**src/idt_pkg.sv**
```systemverilog
// ----------------------------------------------------------------------------
// idt_pkg
// Shared types, constants and helpers for the id translation table.
// ----------------------------------------------------------------------------
package idt_pkg;

   // id and field widths
   localparam int ID_W       = 31;
   localparam int CMD_W      = 3;
   localparam int ECNT_W     = 7;
   localparam int SLOTS_DEF  = 64;

   // configuration port
   localparam int CSR_AW     = 3;
   localparam int CSR_DW     = 32;
   localparam logic [CSR_AW-3:0] REG_MAPPING_ACTIVE = '0;

   localparam logic [ID_W-1:0] ID_MAX = {ID_W{1'b1}};

   // command codes
   typedef enum logic [CMD_W-1:0] {
      CMD_ADD      = 3'd0,
      CMD_REGISTER = 3'd1,
      CMD_ALLOC    = 3'd2,
      CMD_HOST_OF  = 3'd3,
      CMD_GUEST_OF = 3'd4,
      CMD_REMOVE   = 3'd5
   } cmd_type;

   // search packet handed from cell to cell
   typedef struct packed {
      logic            vld;
      logic            hit;
      logic [ID_W-1:0] hit_val;
      logic            free_hit;
   } scan_type;

   // slot write broadcast to all cells
   typedef struct packed {
      logic            en;
      logic [ID_W-1:0] guest;
      logic [ID_W-1:0] host;
   } wr_type;

   // raise the guest counter past a guest that was just added
   function automatic logic [ID_W-1:0] raise_next(input logic [ID_W-1:0] nxt,
                                                  input logic [ID_W-1:0] guest);
      logic [ID_W-1:0] r;
      r = nxt;
      if (nxt <= guest) begin
         r = (guest == ID_MAX) ? ID_MAX : guest + 1'b1;
      end
      return r;
   endfunction

   // saturating increment of the guest counter
   function automatic logic [ID_W-1:0] bump_next(input logic [ID_W-1:0] nxt);
      return (nxt == ID_MAX) ? ID_MAX : nxt + 1'b1;
   endfunction

endpackage

```
**src/idt_ctrl.sv**
```systemverilog
// ----------------------------------------------------------------------------
// idt_ctrl
// Command sequencer: takes a request, launches a search down the cell chain,
// applies the command once the packet leaves the last cell, and holds the
// response register.
// ----------------------------------------------------------------------------
module idt_ctrl #(
   parameter int SLOTS = idt_pkg::SLOTS_DEF,
   parameter int IDX_W = 6
) (
   input  logic                       clock,
   input  logic                       reset,
   input  logic                       req_valid,
   output logic                       req_ready,
   input  logic [idt_pkg::CMD_W-1:0]  req_cmd,
   input  logic [idt_pkg::ID_W-1:0]   req_guest_id,
   input  logic [idt_pkg::ID_W-1:0]   req_host_id,
   output logic                       rsp_valid,
   input  logic                       rsp_ready,
   output logic                       rsp_status,
   output logic [idt_pkg::ID_W-1:0]   rsp_result_id,
   output logic [idt_pkg::ECNT_W-1:0] rsp_entry_count,
   input  logic                       mapping_active,
   output logic [idt_pkg::ID_W-1:0]   key,
   output logic                       by_host,
   output logic                       launch,
   input  idt_pkg::scan_type          scan_last,
   input  logic [IDX_W-1:0]           hit_idx_last,
   input  logic [IDX_W-1:0]           free_idx_last,
   output idt_pkg::wr_type            wr,
   output logic [IDX_W-1:0]           wr_idx
);
   import idt_pkg::*;

   localparam int CNT_W = $clog2(SLOTS + 1);

   typedef enum logic [1:0] {S_IDLE, S_SCAN, S_EXEC} state_type;

   state_type        state_ff;
   cmd_type          cmd_ff;
   logic [ID_W-1:0]  guest_ff, host_ff;
   logic             launch_ff;
   logic             hit_ff, free_ff;
   logic [ID_W-1:0]  hit_val_ff;
   logic [IDX_W-1:0] hit_idx_ff, free_idx_ff;
   logic [ID_W-1:0]  next_ff, next_in;
   logic [CNT_W-1:0] count_ff, count_in;
   logic             rsp_valid_ff;
   logic             status_ff, status_in;
   logic [ID_W-1:0]  result_ff, result_in;
   wr_type           wr_in;
   logic [IDX_W-1:0] wr_idx_in;
   logic             exec_go;
   logic [ID_W-1:0]  g;
   logic [CNT_W+ECNT_W-1:0] count_ext;

   // search key follows the command
   assign by_host = (cmd_ff == CMD_REGISTER) || (cmd_ff == CMD_GUEST_OF) ||
                    (cmd_ff == CMD_REMOVE);
   assign key     = by_host ? host_ff : guest_ff;
   assign launch  = launch_ff;

   assign exec_go = (state_ff == S_EXEC) && (!rsp_valid_ff || rsp_ready);

   // command effects, applied in the execute cycle
   always_comb begin
      g         = next_ff;
      next_in   = next_ff;
      count_in  = count_ff;
      status_in = 1'b1;
      result_in = '0;
      wr_in     = '0;
      wr_idx_in = free_idx_ff;
      unique case (cmd_ff)
         CMD_ADD: begin
            if (guest_ff != '0 && host_ff != '0) begin
               if (hit_ff) begin
                  wr_in     = '{en: 1'b1, guest: guest_ff, host: host_ff};
                  wr_idx_in = hit_idx_ff;
                  next_in   = raise_next(next_ff, guest_ff);
                  status_in = 1'b0;
               end else if (free_ff) begin
                  wr_in     = '{en: 1'b1, guest: guest_ff, host: host_ff};
                  wr_idx_in = free_idx_ff;
                  count_in  = count_ff + 1'b1;
                  next_in   = raise_next(next_ff, guest_ff);
                  status_in = 1'b0;
               end
            end
         end
         CMD_REGISTER: begin
            if (host_ff != '0) begin
               if (hit_ff) begin
                  status_in = 1'b0;
                  result_in = hit_val_ff;
               end else begin
                  // counter stays above every stored guest, so no guest match
                  next_in = bump_next(next_ff);
                  if (g != '0 && g != ID_MAX && free_ff) begin
                     wr_in     = '{en: 1'b1, guest: g, host: host_ff};
                     wr_idx_in = free_idx_ff;
                     count_in  = count_ff + 1'b1;
                     status_in = 1'b0;
                     result_in = g;
                  end
               end
            end
         end
         CMD_ALLOC: begin
            next_in = bump_next(next_ff);
            if (g != '0 && g != ID_MAX) begin
               status_in = 1'b0;
               result_in = g;
            end
         end
         CMD_HOST_OF: begin
            result_in = guest_ff;
            if (guest_ff != '0) begin
               if (hit_ff) begin
                  status_in = 1'b0;
                  result_in = hit_val_ff;
               end else if (!mapping_active) begin
                  status_in = 1'b0;
               end
            end
         end
         CMD_GUEST_OF: begin
            result_in = host_ff;
            if (host_ff != '0) begin
               if (hit_ff) begin
                  status_in = 1'b0;
                  result_in = hit_val_ff;
               end else if (!mapping_active) begin
                  status_in = 1'b0;
               end
            end
         end
         CMD_REMOVE: begin
            if (host_ff != '0 && hit_ff) begin
               wr_in     = '{en: 1'b1, guest: '0, host: '0};
               wr_idx_in = hit_idx_ff;
               if (count_ff != '0) begin
                  count_in = count_ff - 1'b1;
               end
               status_in = 1'b0;
            end
         end
         default: begin
         end
      endcase
   end

   assign wr     = '{en: wr_in.en && exec_go, guest: wr_in.guest, host: wr_in.host};
   assign wr_idx = wr_idx_in;

   // sequencer and response register
   always_ff @(posedge clock) begin
      if (reset) begin
         state_ff     <= S_IDLE;
         launch_ff    <= 1'b0;
         rsp_valid_ff <= 1'b0;
         next_ff      <= ID_W'(1);
         count_ff     <= '0;
         cmd_ff       <= CMD_ADD;
      end else begin
         launch_ff <= (state_ff == S_IDLE) && req_valid;
         if (exec_go) begin
            rsp_valid_ff <= 1'b1;
         end else if (rsp_ready) begin
            rsp_valid_ff <= 1'b0;
         end
         unique case (state_ff)
            S_IDLE: begin
               if (req_valid) begin
                  cmd_ff   <= cmd_type'(req_cmd);
                  state_ff <= S_SCAN;
               end
            end
            S_SCAN: begin
               if (scan_last.vld) begin
                  state_ff <= S_EXEC;
               end
            end
            S_EXEC: begin
               if (exec_go) begin
                  next_ff  <= next_in;
                  count_ff <= count_in;
                  state_ff <= S_IDLE;
               end
            end
            default: state_ff <= S_IDLE;
         endcase
      end
   end

   // payload registers
   always_ff @(posedge clock) begin
      if (state_ff == S_IDLE && req_valid) begin
         guest_ff <= req_guest_id;
         host_ff  <= req_host_id;
      end
      if (state_ff == S_SCAN && scan_last.vld) begin
         hit_ff      <= scan_last.hit;
         hit_val_ff  <= scan_last.hit_val;
         free_ff     <= scan_last.free_hit;
         hit_idx_ff  <= hit_idx_last;
         free_idx_ff <= free_idx_last;
      end
      if (exec_go) begin
         status_ff <= status_in;
         result_ff <= result_in;
      end
   end

   assign count_ext       = {{ECNT_W{1'b0}}, count_ff};
   assign req_ready       = (state_ff == S_IDLE);
   assign rsp_valid       = rsp_valid_ff;
   assign rsp_status      = status_ff;
   assign rsp_result_id   = result_ff;
   assign rsp_entry_count = count_ext[ECNT_W-1:0];

endmodule
```
**config.mk**
```make
export PLATFORM = sky130hd
export DESIGN_NAME = idt_ctrl
export DESIGN_NICKNAME = d
export VERILOG_FILES = /design/src/idt_pkg.sv /design/src/idt_ctrl.sv
export SDC_FILE = /design/constraint.sdc
export NUM_CORES = 1
export LEC_CHECK = 0
export BUFFER_PORTS_ARGS = -buffer_cell sky130_fd_sc_hd__buf_2
export CAP_MARGIN = 20
export CORE_AREA = 2 2 193 195
export CTS_CLUSTER_DIAMETER = 60
export CTS_CLUSTER_SIZE = 24
export DETAILED_ROUTE_END_ITERATION = 8
export DIE_AREA = 0 0 195 197
export PLACE_DENSITY = 0.5
export SLEW_MARGIN = 10
export SYNTH_ARGS = -nofsm -noshare
export SYNTH_HDL_FRONTEND = slang
export SYNTH_SLANG_ARGS = --single-unit
```
**constraint.sdc**
```tcl
create_clock -name clock -period 5.9 [get_ports clock]
set_input_delay 0.59 -clock clock [delete_from_list [all_inputs] [get_ports clock]]
set_output_delay 0.59 -clock clock [all_outputs]
set_load 0.005 [all_outputs]
```
==> metrics.yaml <==
floorplanning:
  dieArea_mm2: 0.0384
  start_util_pct: 29.6
  die_height_um: 197
  io_pins: 259
  die_w_um: 195
  row_count: 70
  core_mm2: 0.0363
critical_path:
  worstSetupPathDepth: 8
  cp_top_family: "simple AND/OR/NAND/NOR gates"
  start_kind: "flop"
  slowest_delay_ps: 750
  worstPathRequired_ps: 5310
  cp_num_buf_inv: 2
  critical_path.max_fanout: 20
  path_class: "reg -> out"
  crit_path_top_delay_cell: "nor2_2"
  cp.arrival_ps: 4020
  path_cells: "nor4_1, nand4_1, nor2_2, nor4b_4, nor2_2, buf_4, nor2b_1, buf_2"
  ff2ff_path_depth: 7
  cp_common_cell: "nor2_2"
  endpoint_kind: "output pin"
synth:
  synthSimpleGateAreaFrac_pct: 16.6
  synth_compound_area_share_pct: 20.1
  synthMuxAreaShare_pct: 3.65
  synth_enable_flop_cells: 139
  synth_top_family_by_area: "compound AO/OA/AOI/OAI gates"
  syn_area_mm2: 0.0107
  ys_warn_count: 0
  synth_ff_type: "edfxtp_1"
  synthCells: 1064
  syn_avg_cell_area_um2: 10.1
  synth_nets: 1221
  yosys.area.top_type: "edfxtp_1"
  synthXorXnorAreaFrac_pct: 2.53
  yosysUniqueCellTypes: 68
  netlist.area_leader.share_pct: 38.9
  async_reset_ff_share_pct: 0
  ys_seq_area_share_pct: 47.3
  ys_ff_latch: 184
  synth.area.top_cells: "edfxtp_1 39%, dfxtp_1 8.4%, ha_1 4.7%"
  synthAdderAreaFrac_pct: 4.86
timing:
  slew_viol_final: 0
  fmax_ghz: 0.217
  fin_crit_sh_pct: 78.1
  timing.final.crit_period_ps: 4610
  worst_pin_slew_ps: 1030
  final.setup.tns_ps: 0
  finalSetupViolations: 0
  rsz0062_at_grt: "no"
  clock_skew_ps: 11.1
  maxSlewHeadroom_pct: 31.4
  hold_violations: 0
cells_and_area:
  areaGrowthSynthToFinish_pct: 21.4
  antenna_cells: 0
  nFillCells: 3803
  final_cells: 1766
  area.sequential_mm2: 0.00507
  final_nets: 1442
  multiInputGateArea_mm2: 0.00518
  final_core_util_pct: 35.9
  drive_gt1_share_pct: 26.4
clock_tree:
  cts.clk_slew.worst_paths_ps: 70
  root_buffer: "clkbuf_16"
  post-cts-setup-buffers: 0
  cts_buffers: 17
  postCtsResizedCells: 0
  insertion_delay_ps: 460
  cts_max_path_buffers: 2
  cts.sinks: 184
  holdBufCountCts: 0
  cts_tree: "yes"
  cts_max_level: 4
routing:
  drc_errors: 0
  drt_iter0_drc: 717
  final_antenna_net_count: 0
  wl_um: 39900
  first_pass_iters: 5
  routed_via_density: 5.47
  route.vias.total: 9652
  routedWlPerCell_um: 22.6
grt:
  grt_remaining_overflow: 0
  grt_util_all_layers_pct: 20.7
  grt_max_degree: 67
  antenna_found_initial: 0
  grt_pass1_wl_um: 60000
  grt_pass1_vias: 9383
run_status:
  status: "complete, no violations"
placement:
  post-place-cells: 1733
  numPortBuffers: 258
  gp_congestion: 0.848
  dp_hpwl_um: 28900
run:
  drv_cap: 0
power_and_ir_drop:
  irDropWorstVdd_v: 0.000213
  p_per_area_mw_per_mm2: 244
  leakage_nw: 5.07
hold_path:
  min_path_cells: 1
  hp-class: "in -> reg"
## synthesized netlist by cell type (3+ instances only)
cell type / n
nor2b_1: 41
dfxtp_1: 45
a2111oi_0: 3
nand4_1: 23
o32ai_1: 8
a31o_2: 7
a221o_1: 31
nand2_1: 111
nor2_1: 44
a21o_1: 5
xnor2_1: 30
o22ai_1: 11
nor4_1: 26
mux2i_1: 38
o31a_1: 3
a22o_1: 31
nor3_1: 14
nand3_1: 38
ha_1: 40
nand2b_1: 4
inv_1: 53
and3_1: 7
a21oi_1: 23
or2_2: 4
buf_2: 17
o21ai_0: 89
clkbuf_1: 52
a31oi_1: 26
a221oi_1: 4
o211ai_1: 6
edfxtp_1: 139
or3_1: 4
o31ai_1: 10
a211oi_1: 26
buf_4: 5
## stage by stage
step                power (mW)  instance area [um2]  hold WS [ps]  setup WS, ps
floorplan                 1.82                10700           450          1390
global placement          2.08                12500           492          1920
detailed placement        2.09                12500           505          1910
CTS                       3.20                13000           284          1360
global route              3.30                13000           284          1170
finish                    3.17                13000           304          1290
## final cells by class
class	count	share of cell area (%)
timing repair buffer	277	11.0
tap	468	4.50
clock inverter	12	0.779
clock buffer	20	3.36
multi-input combinational	752	39.8
inverter	53	1.53
sequential	184	39.0
## layer usage
metal / track usage [%] / share of wire (%)
met1: 27.9 / 45
met2: 33.6 / 47
met3: 3.97 / 6.1
met4: 6.47 / 2.0
met5: 0 / 0
## worst reg2reg max path, stage by stage (launching register included)
cell and delay (ps):
edfxtp_1 450, nor4_1 610, nand4_1 450, nor2_2 570
nor2_1 180, nor3b_2 700, buf_4 430, a221o_1 270
## cell families after synthesis
kind of cell             count (synthesis)
AO/OA/AOI/OAI                          303
XOR/XNOR                                31
adder cells (fa/ha/maj)                 41
buffers and inverters                  128
flip-flops                             184
multiplexers                            39
AND/OR/NAND/NOR                        338
## sequential cells by signal (all words and copies together) (netlist names), 2 cells and up
signal           count
g                   31
guest_ff            31
hit_val_ff          31
host_ff             31
rsp_result_id       31
rsp_entry_count      7
free_idx_ff          6
hit_idx_ff           6
cmd_ff               3
state_ff             2
## placed cells by master, fill, tap and decap left out, types with 3 or more instances in the layout
cell type,count
a211oi_1,26
a21o_1,5
a21oi_1,22
a221o_1,31
a221oi_1,4
a22o_1,31
a31o_2,7
a31oi_1,26
and3_1,7
buf_2,259
buf_4,18
clkbuf_1,3
clkbuf_16,17
clkinv_2,3
clkinvlp_4,3
dfxtp_1,45
edfxtp_1,139
ha_1,40
inv_1,53
mux2i_1,38
nand2_1,111
nand2b_1,4
nand3_1,38
nand4_1,23
nor2_1,41
nor2_2,3
nor2b_1,41
nor3_1,14
nor4_1,25
o211ai_1,6
o21ai_0,89
o22ai_1,11
o31a_1,3
o31ai_1,10
o32ai_1,8
or2_2,4
or3_1,4
xnor2_1,30
## power by group
group | switching [mW] | internal [mW]
registers | 0.0877 | 1.46
clock network | 0.536 | 0.579
logic | 0.303 | 0.210
## worst paths after layout
path | start | to | slack, ps
worst max-delay path | host_ff[3] | wr[13] | 1290
worst min-delay path | req_host_id[5] | host_ff[5] | 300
worst max register to register | host_ff[3] | rsp_result_id[8] | 2100
worst min register to register | rsp_entry_count[4] | rsp_entry_count[4] | 510
No activity file was read; power rests on OpenSTA's default activity.
