[src/idt_pkg.sv]
// ----------------------------------------------------------------------------
// idt_pkg
// Shared types, constants and helpers for the id translation table.
// ----------------------------------------------------------------------------
package idt_pkg;

   // id and field widths
   localparam int ID_W       = 31;
   localparam int CMD_W      = 3;
   localparam int ECNT_W     = 7;
   localparam int SLOTS_DEF  = 64;

   // configuration port
   localparam int CSR_AW     = 3;
   localparam int CSR_DW     = 32;
   localparam logic [CSR_AW-3:0] REG_MAPPING_ACTIVE = '0;

   localparam logic [ID_W-1:0] ID_MAX = {ID_W{1'b1}};

   // command codes
   typedef enum logic [CMD_W-1:0] {
      CMD_ADD      = 3'd0,
      CMD_REGISTER = 3'd1,
      CMD_ALLOC    = 3'd2,
      CMD_HOST_OF  = 3'd3,
      CMD_GUEST_OF = 3'd4,
      CMD_REMOVE   = 3'd5
   } cmd_type;

   // search packet handed from cell to cell
   typedef struct packed {
      logic            vld;
      logic            hit;
      logic [ID_W-1:0] hit_val;
      logic            free_hit;
   } scan_type;

   // slot write broadcast to all cells
   typedef struct packed {
      logic            en;
      logic [ID_W-1:0] guest;
      logic [ID_W-1:0] host;
   } wr_type;

   // raise the guest counter past a guest that was just added
   function automatic logic [ID_W-1:0] raise_next(input logic [ID_W-1:0] nxt,
                                                  input logic [ID_W-1:0] guest);
      logic [ID_W-1:0] r;
      r = nxt;
      if (nxt <= guest) begin
         r = (guest == ID_MAX) ? ID_MAX : guest + 1'b1;
      end
      return r;
   endfunction

   // saturating increment of the guest counter
   function automatic logic [ID_W-1:0] bump_next(input logic [ID_W-1:0] nxt);
      return (nxt == ID_MAX) ? ID_MAX : nxt + 1'b1;
   endfunction

endpackage

[src/idt_cell.sv]
// ----------------------------------------------------------------------------
// idt_cell
// One table slot: holds a guest/host pair, checks the search packet that
// passes through and hands it on to the next cell in the next cycle.
// ----------------------------------------------------------------------------
module idt_cell #(
   parameter int IDX_W    = 6,
   parameter int CELL_IDX = 0
) (
   input  logic                      clock,
   input  logic                      reset,
   input  logic [idt_pkg::ID_W-1:0]  key,
   input  logic                      by_host,
   input  idt_pkg::scan_type         scan_in,
   input  logic [IDX_W-1:0]          hit_idx_in,
   input  logic [IDX_W-1:0]          free_idx_in,
   output idt_pkg::scan_type         scan_out,
   output logic [IDX_W-1:0]          hit_idx_out,
   output logic [IDX_W-1:0]          free_idx_out,
   input  idt_pkg::wr_type           wr,
   input  logic [IDX_W-1:0]          wr_idx
);
   import idt_pkg::*;

   localparam logic [IDX_W-1:0] MY_IDX = IDX_W'(CELL_IDX);

   logic [ID_W-1:0] guest_ff, host_ff;
   scan_type        scan_ff, scan_in_c;
   logic [IDX_W-1:0] hit_idx_ff, hit_idx_in_c;
   logic [IDX_W-1:0] free_idx_ff, free_idx_in_c;
   logic            occ, match;

   assign occ   = (guest_ff != '0);
   assign match = occ && (by_host ? (host_ff == key) : (guest_ff == key));

   // first match and first empty slot win
   always_comb begin
      scan_in_c     = scan_in;
      hit_idx_in_c  = hit_idx_in;
      free_idx_in_c = free_idx_in;
      if (!scan_in.hit && match) begin
         scan_in_c.hit     = 1'b1;
         scan_in_c.hit_val = by_host ? guest_ff : host_ff;
         hit_idx_in_c      = MY_IDX;
      end
      if (!scan_in.free_hit && !occ) begin
         scan_in_c.free_hit = 1'b1;
         free_idx_in_c      = MY_IDX;
      end
   end

   // packet stage and slot contents
   always_ff @(posedge clock) begin
      if (reset) begin
         scan_ff  <= '0;
         guest_ff <= '0;
         host_ff  <= '0;
      end else begin
         scan_ff <= scan_in_c;
         if (wr.en && (wr_idx == MY_IDX)) begin
            guest_ff <= wr.guest;
            host_ff  <= wr.host;
         end
      end
   end

   always_ff @(posedge clock) begin
      hit_idx_ff  <= hit_idx_in_c;
      free_idx_ff <= free_idx_in_c;
   end

   assign scan_out     = scan_ff;
   assign hit_idx_out  = hit_idx_ff;
   assign free_idx_out = free_idx_ff;

endmodule

[config.mk]
export PLATFORM = sky130hd
export DESIGN_NAME = idt_cell
export DESIGN_NICKNAME = d
export VERILOG_FILES = /design/src/idt_pkg.sv /design/src/idt_cell.sv
export SDC_FILE = /design/constraint.sdc
export NUM_CORES = 1
export LEC_CHECK = 0
export BUFFER_PORTS_ARGS = -buffer_cell sky130_fd_sc_hd__buf_2
export CORE_MARGIN = 1
export CORE_UTILIZATION = 49
export DETAILED_ROUTE_END_ITERATION = 10
export HOLD_SLACK_MARGIN = 0.03
export PLACE_DENSITY_LB_ADDON = 0.12
export SLEW_MARGIN = 20
export SYNTH_ARGS = -nofsm -noshare
export SYNTH_HDL_FRONTEND = slang
export SYNTH_SLANG_ARGS = --single-unit
[constraint.sdc]
create_clock -name clock -period 2.9 [get_ports clock]
set_input_delay 0.29 -clock clock [delete_from_list [all_inputs] [get_ports clock]]
set_output_delay 0.29 -clock clock [all_outputs]
set_load 0.02 [all_outputs]
==> run_results.csv, run 1 <==
group,metric,value,unit
place,port_buffers,194,
place,routabilityCongestion,0.838,
global_route,grt_pass1_wl,21000,um
final_layout,regArea,2160,um2
routing,drc,0,
critical_path,r2r-start,"guest_ff[21]",
critical_path,required,3.16,ns
critical_path,worstPathArrival,2.86,ns
critical_path,cp-start-kind,"flip-flop",
final_layout,nFillCells,878,
critical_path,cp_max_fo,17,
final_layout,mostFrequentLayoutCell,"buf_2",
clock_network,hold_buffers,0,
global_route,grt_use_total,24.4,%
clock_network,numCtsBuffers,9,
synthesis,avgSynthCellArea,9.06,um2
floorplan,die_w,104,um
routing,detail_route.first_pass.iterations,5,
clock_network,clk_pin_slew,0.12,ns
place,place_hpwl,9720,um
synthesis,synth_nets,711,
timing,worst_pin_slew,0.890,ns
routing,drtAntennaViolNets,0,
floorplan,io_pins,195,
min_path,min_path_type,"in -> reg",
critical_path,endpoint_kind,"flip-flop",
routing,dr_wl_met3,700,um
global_route,grt_max_degree,96,
final_layout,drive_gt1_share,34.3,%
routing,initialDrtViolationCount,199,
timing,hold_viol,0,
floorplan,dieHeight,104,um
floorplan,core.rowCount,36,
synthesis,ys_seq_area_share,42.5,%
synthesis,synth_seq_cells,108,
pwr,power_density,448,nW/um2
final_layout,layout_common_cells,"192 x buf_2, 125 x nand2_1, 108 x dfxtp_1",
global_route,grt_pass1_vias,4304,
critical_path,startpoint,"guest_ff[21]",
timing,drv_slew,0,
floorplan,die_area,10800,um2
routing,wl_met2,6050,um
timing,fin_crit,2.60,ns
min_path,min_from,"scan_in[33]",
clock_network,post-cts-setup-buffers,0,
routing,num_vias,4443,
synthesis,synth_area,5090,um2
floorplan,start_util,51.4,%
routing,wl_per_cell,14.7,um
timing,rsz0062_at_grt,"false",
job,cap_violations,0,
synthesis,ys_types,28,
timing,fmax,0.384,GHz
synthesis,syn_inst,562,
critical_path,worstRegToRegCells,7,
timing,finalSetupTns,0,ns
clock_network,cts.sinks,108,
clock_network,cts_tree,"yes",
synthesis,ys_warn_count,0,
clock_network,cts.repair.resized,0,
routing,via_per_inst,5.07,
routing,drt-met1-wl,5890,um
final_layout,multi_input_area,2740,um2
timing,relSlewSlack,40.7,%
global_route,antenna_found_initial,0,
clock_network,cts_root_buf,"clkbuf_8",
pwr,peakVddDrop,202,uV
clock_network,clockBufferDepth,2,
timing,setup_viol,0,
routing,route.top_layer_used,"met4",
timing,fin_skew,0.0183,ns
critical_path,critPathKind,"reg -> reg",
timing,holdWs,0.112,ns
min_path,holdPathStages,2,
floorplan,core_area,9910,um2
final_layout,diodes,0,
clock_network,insertion_delay,0.38,ns
final_layout,fin_nets,888,
run_status,status,"finished, final reports clean",
final_layout,syn_to_final_growth,24.9,%
routing,wirelength,12900,um
clock_network,cts_htree_levels,3,
pwr,power.leakage,2.91,nW
global_route,grt-ovfl-total,0,
timing,finalCritPeriodShare,89.8,%
## flip-flops by register name (all words and copies together) (netlist names)
signal / cells
guest_ff: 31
hit_idx_out: 6
free_idx_out: 6
host_ff: 31
scan_out: 34
## worst max-delay path: stages (launching register included)
cell and delay, ns:
dfxtp_1 0.35, or4_1 0.55, nor4_1 0.31, nand4_1 0.24, and3_1 0.25, nand4b_2 0.11, buf_4 0.34, mux2_4 0.33
## kinds of logic (layout without fill, tap and decap cells)
| kind of cell | after synthesis | after routing | share of synthesized area [%] |
|---|---|---|---|
| muxes | 93 | 93 | 21.3 |
| buffers and inverters | 38 | 220 | 3.71 |
| AOI/OAI and AO/OA | 64 | 64 | 6.32 |
| xor gates and xnor gates | 31 | 31 | 5.33 |
| DFF | 108 | 108 | 42.5 |
| and+or+nand+nor | 228 | 228 | 20.9 |
## per-layer routing
layer / track usage [%] / vias up
li1: - / 2224
met1: 32.5 / 2045
met2: 40.0 / 154
met3: 3.95 / 20
met4: 8.57 / 0
met5: 0 / -
## layout make-up
| type | instances | area share (%) |
|---|---|---|
| clock buffer | 9 | 1.95 |
| clock inverter | 7 | 1.26 |
| inverter | 1 | 0.0590 |
| multi-input combinational | 416 | 43.1 |
| sequential | 108 | 34.0 |
| tap | 133 | 2.62 |
| timing repair buffer | 203 | 17.0 |
## where the power goes
part | internal, mW | total [mW] | switching (mW) | leakage (nW)
Sequential | 1.52 | 1.53 | 0.0113 | 0.884
Clock | 0.412 | 0.956 | 0.544 | 0.0973
Combinational | 0.182 | 0.362 | 0.180 | 1.92
Total | 2.12 | 2.85 | 0.735 | 2.91
## cell usage after synthesis
library cell  number  area share (%)
nor4_1             8            0.98
nand4_1            6            0.74
mux2i_1           62              12
nand4b_1           1            0.17
nand4b_2           1            0.29
buf_1              6            0.44
nor3_1             2            0.20
nor4_4             1            0.42
mux2_2             1            0.22
nor2b_1           38             4.7
dfxtp_1          108              42
buf_6              6             1.3
or4_1              1            0.15
nor4b_1            1            0.17
buf_2              1           0.098
inv_1              1           0.074
and2_1             7            0.86
xor2_1            22             3.8
nor4_2             1            0.25
a31oi_1            1            0.12
xnor2_1            9             1.5
and3_1             1            0.12
a21oi_1           63             6.2
mux2_4            30             8.8
nand2_1          126             9.3
and4_1             1            0.17
clkbuf_1          24             1.8
nor2_1            33             2.4
## final timing paths
check	end	slack [ns]
max	scan_out[15]	0.30
min reg2reg	host_ff[16]	0.48
min	scan_out[33]	0.11
max reg2reg	scan_out[15]	0.30
## per-stage QoR
step                      instances  worst slack [ns]  power [mW]  utilization, %  area, um2
after floorplan                 562             0.673        1.77               -       5090
after global placement          861             0.358        1.93            62.1       6160
after detailed placement        861             0.243        1.93            62.1       6160
after CTS                       877             0.322        2.87            64.2       6360
after global routing            877             0.151        2.96            64.2       6360
final                           877             0.297        2.85            64.2       6360
(Power assumes the default switching activity.)
==> run 2: changes to the inputs <==
--- a/config.mk
+++ b/config.mk
@@ -7,4 +7,5 @@
 export LEC_CHECK = 0
 export BUFFER_PORTS_ARGS = -buffer_cell sky130_fd_sc_hd__buf_2
+export CORE_ASPECT_RATIO = 0.75
 export CORE_MARGIN = 1
 export CORE_UTILIZATION = 49
==> constraint.sdc (replaced) <==
create_clock -name clock -period 2.9 [get_ports clock]
set_input_delay 0.29 -clock clock [delete_from_list [all_inputs] [get_ports clock]]
set_output_delay 0.29 -clock clock [all_outputs]
set_load 0.05 [all_outputs]
==> run_results.csv, run 2 (same netlist as run 1, synthesis figures left out) <==
group,metric,value,unit
final_layout,nFillCells,906,
critical_path,endpoint_kind,"flip-flop",
min_path,min_path_type,"in -> reg",
routing,wl_per_cell,14.9,um
timing,hold_viol,0,
clock_network,insertion_delay,0.35,ns
clock_network,clk_pin_slew,0.07,ns
clock_network,cts.sinks,108,
routing,drc,0,
clock_network,hold_buffers,0,
final_layout,diodes,0,
floorplan,start_util,51.5,%
timing,relSlewSlack,56.0,%
place,place_hpwl,9940,um
timing,setup_viol,0,
floorplan,core_area,9890,um2
floorplan,dieHeight,90.3,um
global_route,antenna_found_initial,0,
critical_path,r2r_setup_slack,0.40,ns
critical_path,required,3.14,ns
critical_path,cp-start-kind,"flip-flop",
place,pre_cts_ws,0.297,ns
routing,via_per_inst,5.05,
final_layout,fin_util,65.3,%
final_layout,syn_to_final_growth,26.9,%
clock_network,numCtsBuffers,9,
timing,fmax,0.400,GHz
place,dpl_cell_area,6160,um2
pwr,peakVddDrop,343,uV
final_layout,final_cell_area,6460,um2
clock_network,post-cts-setup-buffers,0,
global_route,grt_max_degree,67,
clock_network,clockBufferDepth,2,
global_route,grt_pass1_wl,20800,um
final_layout,largest_reg_flops,34,
timing,layout_setup_ws,0.401,ns
floorplan,die_area,10800,um2
critical_path,cp_max_fo,18,
critical_path,cp_slowest_cell,"or4_1",
timing,rsz0062_at_grt,"false",
pwr,power.leakage,2.96,nW
clock_network,cts_htree_levels,3,
critical_path,path_cells,"or4_1 -> nor4_1 -> nand4_1 -> and3_1 -> nand4b_2 -> buf_4 -> mux2_2",
floorplan,core.rowCount,31,
routing,num_vias,4416,
timing,fin_skew,0.00662,ns
place,port_buffers,194,
critical_path,worst_path_largest_cell_delay,0.54,ns
clock_network,cts_tree,"yes",
final_layout,fin_nets,888,
floorplan,die_w,120,um
floorplan,io_pins,195,
place,routabilityCongestion,0.820,
timing,finalCritPeriodShare,86.2,%
routing,wirelength,13100,um
run_status,status,"finished, final reports clean",
global_route,grt_use_total,24.7,%
final_layout,mostFrequentLayoutCell,"buf_2",
clock_network,cts.repair.resized,0,
clock_network,cts_root_buf,"clkbuf_16",
critical_path,critPathKind,"reg -> reg",
timing,worst_pin_slew,0.661,ns
routing,detail_route.first_pass.iterations,4,
timing,fin_crit,2.50,ns
routing,drtAntennaViolNets,0,
pwr,power_density,505,nW/um2
final_layout,layout_common_cells,"192 x buf_2, 125 x nand2_1, 108 x dfxtp_1",
global_route,grt-ovfl-total,0,
global_route,grt_pass1_vias,4208,
job,cap_violations,0,
timing,finalSetupTns,0,ns
routing,initialDrtViolationCount,229,
timing,drv_slew,0,
critical_path,worstPathArrival,2.74,ns
final_layout,drive_gt1_share,34.1,%
[run 2: cell types whose count changed in the layout (fill, tap and decap cells not counted)]
cell / before / now
clkbuf_1: 0 / 1
clkinv_2: 0 / 2
clkbuf_8: 9 / 0
bufinv_16: 1 / 2
inv_6: 4 / 0
clkinvlp_4: 2 / 1
clkbuf_16: 0 / 9
[run 2: worst paths after layout]
| check | endpoint | depth (start not counted) | start |
|---|---|---|---|
| min | hit_idx_out[5] | 2 | hit_idx_in[5] |
| max reg2reg | scan_out[31] | 7 | guest_ff[21] |
| min reg2reg | host_ff[6] | 2 | host_ff[6] |
| max | scan_out[31] | 7 | guest_ff[21] |
[run 2: area by class of cell]
| class | instances | area [um2] | share of cell area [%] |
|---|---|---|---|
| Clock buffer | 10 | 229 | 3.54 |
| Inverter | 1 | 3.75 | 0.0581 |
| Clock inverter | 5 | 77.6 | 1.20 |
| Tap cell | 132 | 165 | 2.56 |
| Multi-Input combinational cell | 416 | 2740 | 42.5 |
| Sequential cell | 108 | 2160 | 33.5 |
| Timing Repair Buffer | 203 | 1080 | 16.7 |
[run 2: metrics by stage]
| step | hold slack, ns | std cells | total power [mW] |
|---|---|---|---|
| finish | 0.141 | 875 | 3.26 |
| global route | 0.131 | 875 | 3.38 |
| CTS | 0.132 | 875 | 3.28 |
| detailed placement | 0.463 | 860 | 2.02 |
| global placement | 0.457 | 860 | 2.01 |
| floorplan | 0.408 | 562 | 1.85 |
[run 2: report_power, final]
group	switching, mW	leakage [nW]	internal (mW)	total (mW)
logic	0.266	1.92	0.182	0.448
clock network	0.530	0.148	0.749	1.28
registers	0.0113	0.884	1.52	1.53
[run 2: routing by layer]
metal  up-vias  routed length [um]  track usage [%]
li1       2217                   -                -
met1      2016                6190             35.2
met2       174                5730             37.0
met3         9                1040             7.26
met4         0                 107             4.27
met5         -                   0                0
[run 2: critical path, delay by kind of cell (launching register included)]
family	cells	cell delay, ns
flops	1	0.33
simple gates	5	1.34
buf+inv	1	0.33
mux	1	0.38
==> run 3: changes to the inputs <==
MAX_ROUTING_LAYER = met4   (was default)
==> run_results.csv, run 3 (same netlist as run 1, synthesis figures left out) <==
group,metric,value,unit
clock_network,post-cts-setup-buffers,0,
clock_network,hold_buffers,0,
floorplan,io_pins,195,
pwr,peakVddDrop,347,uV
routing,drc,0,
floorplan,start_util,51.5,%
global_route,grt_use_total,25.3,%
pwr,p_int,2.45,mW
global_route,antenna_found_initial,0,
routing,initialDrtViolationCount,213,
floorplan,die_w,120,um
timing,finalSetupTns,0,ns
critical_path,required,3.14,ns
routing,detail_route.first_pass.iterations,5,
global_route,grt_pass1_vias,4200,
clock_network,cts.repair.resized,0,
timing,finalCritPeriodShare,86.1,%
critical_path,r2r-start,"guest_ff[21]",
timing,fin_crit,2.50,ns
clock_network,cts.sinks,108,
critical_path,worstPathArrival,2.74,ns
timing,setup_viol,0,
min_path,min_from,"hit_idx_in[5]",
timing,worst_pin_slew,0.674,ns
timing,fin_skew,0.00688,ns
global_route,grt_max_degree,67,
place,dpl_cell_area,6160,um2
clock_network,insertion_delay,0.35,ns
place,pre_cts_ws,0.297,ns
floorplan,dieHeight,90.3,um
final_layout,drive_gt1_share,34.1,%
final_layout,layout_common_cells,"192 x buf_2, 125 x nand2_1, 108 x dfxtp_1",
run_status,status,"finished, final reports clean",
timing,rsz0062_at_grt,"false",
routing,drtAntennaViolNets,0,
floorplan,core_area,9890,um2
pwr,power.leakage,2.96,nW
critical_path,endpoint_kind,"flip-flop",
final_layout,final_cell_area,6460,um2
timing,fmax,0.400,GHz
pwr,pwr-share-comb,13.7,%
global_route,grt_pass1_wl,20700,um
routing,num_vias,4417,
place,port_buffers,194,
critical_path,cp_max_fo,18,
global_route,grt-ovfl-total,0,
timing,hold_viol,0,
clock_network,cts_root_buf,"clkbuf_16",
pwr,power_density,505,nW/um2
routing,wirelength,13100,um
clock_network,cts_tree,"yes",
final_layout,largest_reg_flops,34,
floorplan,core.rowCount,31,
pwr,p_switching,0.810,mW
clock_network,clockBufferDepth,2,
final_layout,syn_to_final_growth,26.9,%
final_layout,mostFrequentLayoutCell,"buf_2",
timing,relSlewSlack,55.1,%
critical_path,cp-start-kind,"flip-flop",
critical_path,critPathKind,"reg -> reg",
timing,drv_slew,0,
clock_network,clk_pin_slew,0.07,ns
place,routabilityCongestion,0.832,
place,place_hpwl,9940,um
clock_network,cts_htree_levels,3,
clock_network,numCtsBuffers,9,
job,cap_violations,0,
final_layout,diodes,0,
floorplan,die_area,10800,um2
min_path,min_path_type,"in -> reg",
critical_path,startpoint,"guest_ff[21]",
final_layout,fin_nets,888,
pwr,seq_power_share,47.0,%
pwr,power_frac_clock,39.3,%
pwr,p_sw_share,24.8,%
timing,layout_setup_ws,0.403,ns
routing,wl_per_cell,15.0,um
routing,via_per_inst,5.05,
[run 3: cell counts in the layout (fill, tap and decap cells not counted)]
No cell type changed its count.
[run 3: layer usage]
layer	vias up	share of wire, %	GRT usage, %
li1	2216	-	-
met2	187	43	37.2
met1	2006	47	35.0
met3	8	8.5	7.07
met5	-	0	-
met4	0	0.73	4.27
[run 3: power groups by stage]
| stage | clock network (mW) | logic [mW] | registers [mW] |
|---|---|---|---|
| global placement | 0 | 0.444 | 1.57 |
| finish | 1.28 | 0.449 | 1.53 |
| floorplan | 0 | 0.151 | 1.70 |
| CTS | 1.30 | 0.450 | 1.53 |
| detailed placement | 0 | 0.448 | 1.57 |
| global route | 1.37 | 0.476 | 1.54 |
[run 3: worst paths after layout]
kind / slack [ns] / cells after the start / to
setup reg to reg: 0.40 / 7 / scan_out[31]
setup / recovery: 0.40 / 7 / scan_out[31]
hold reg to reg: 0.47 / 2 / host_ff[6]
hold / removal: 0.14 / 2 / hit_idx_out[5]
[run 3: area by class of cell]
| class | instances | area (um2) |
|---|---|---|
| inverter | 1 | 3.75 |
| tap | 132 | 165 |
| timing repair buffer | 203 | 1080 |
| multi-input combinational | 416 | 2740 |
| clock buffer | 10 | 229 |
| fill | 906 | 3430 |
| sequential | 108 | 2160 |
| clock inverter | 5 | 77.6 |
[run 3: worst max-delay path, stage by stage, from the launching register on]
cell and delay (ns):
dfxtp_1 0.33, or4_1 0.54, nor4_1 0.26, nand4_1 0.19
and3_1 0.23, nand4b_2 0.11, buf_4 0.33, mux2_2 0.38
[run 3: per-stage QoR]
step / total power, mW / utilization [%] / hold slack [ns] / cells
after floorplan: 1.85 / - / 0.408 / 562
after global placement: 2.01 / 62.2 / 0.457 / 860
after detailed placement: 2.02 / 62.2 / 0.463 / 860
after CTS: 3.28 / 65.3 / 0.132 / 875
after global routing: 3.38 / 65.3 / 0.131 / 875
final: 3.26 / 65.3 / 0.140 / 875
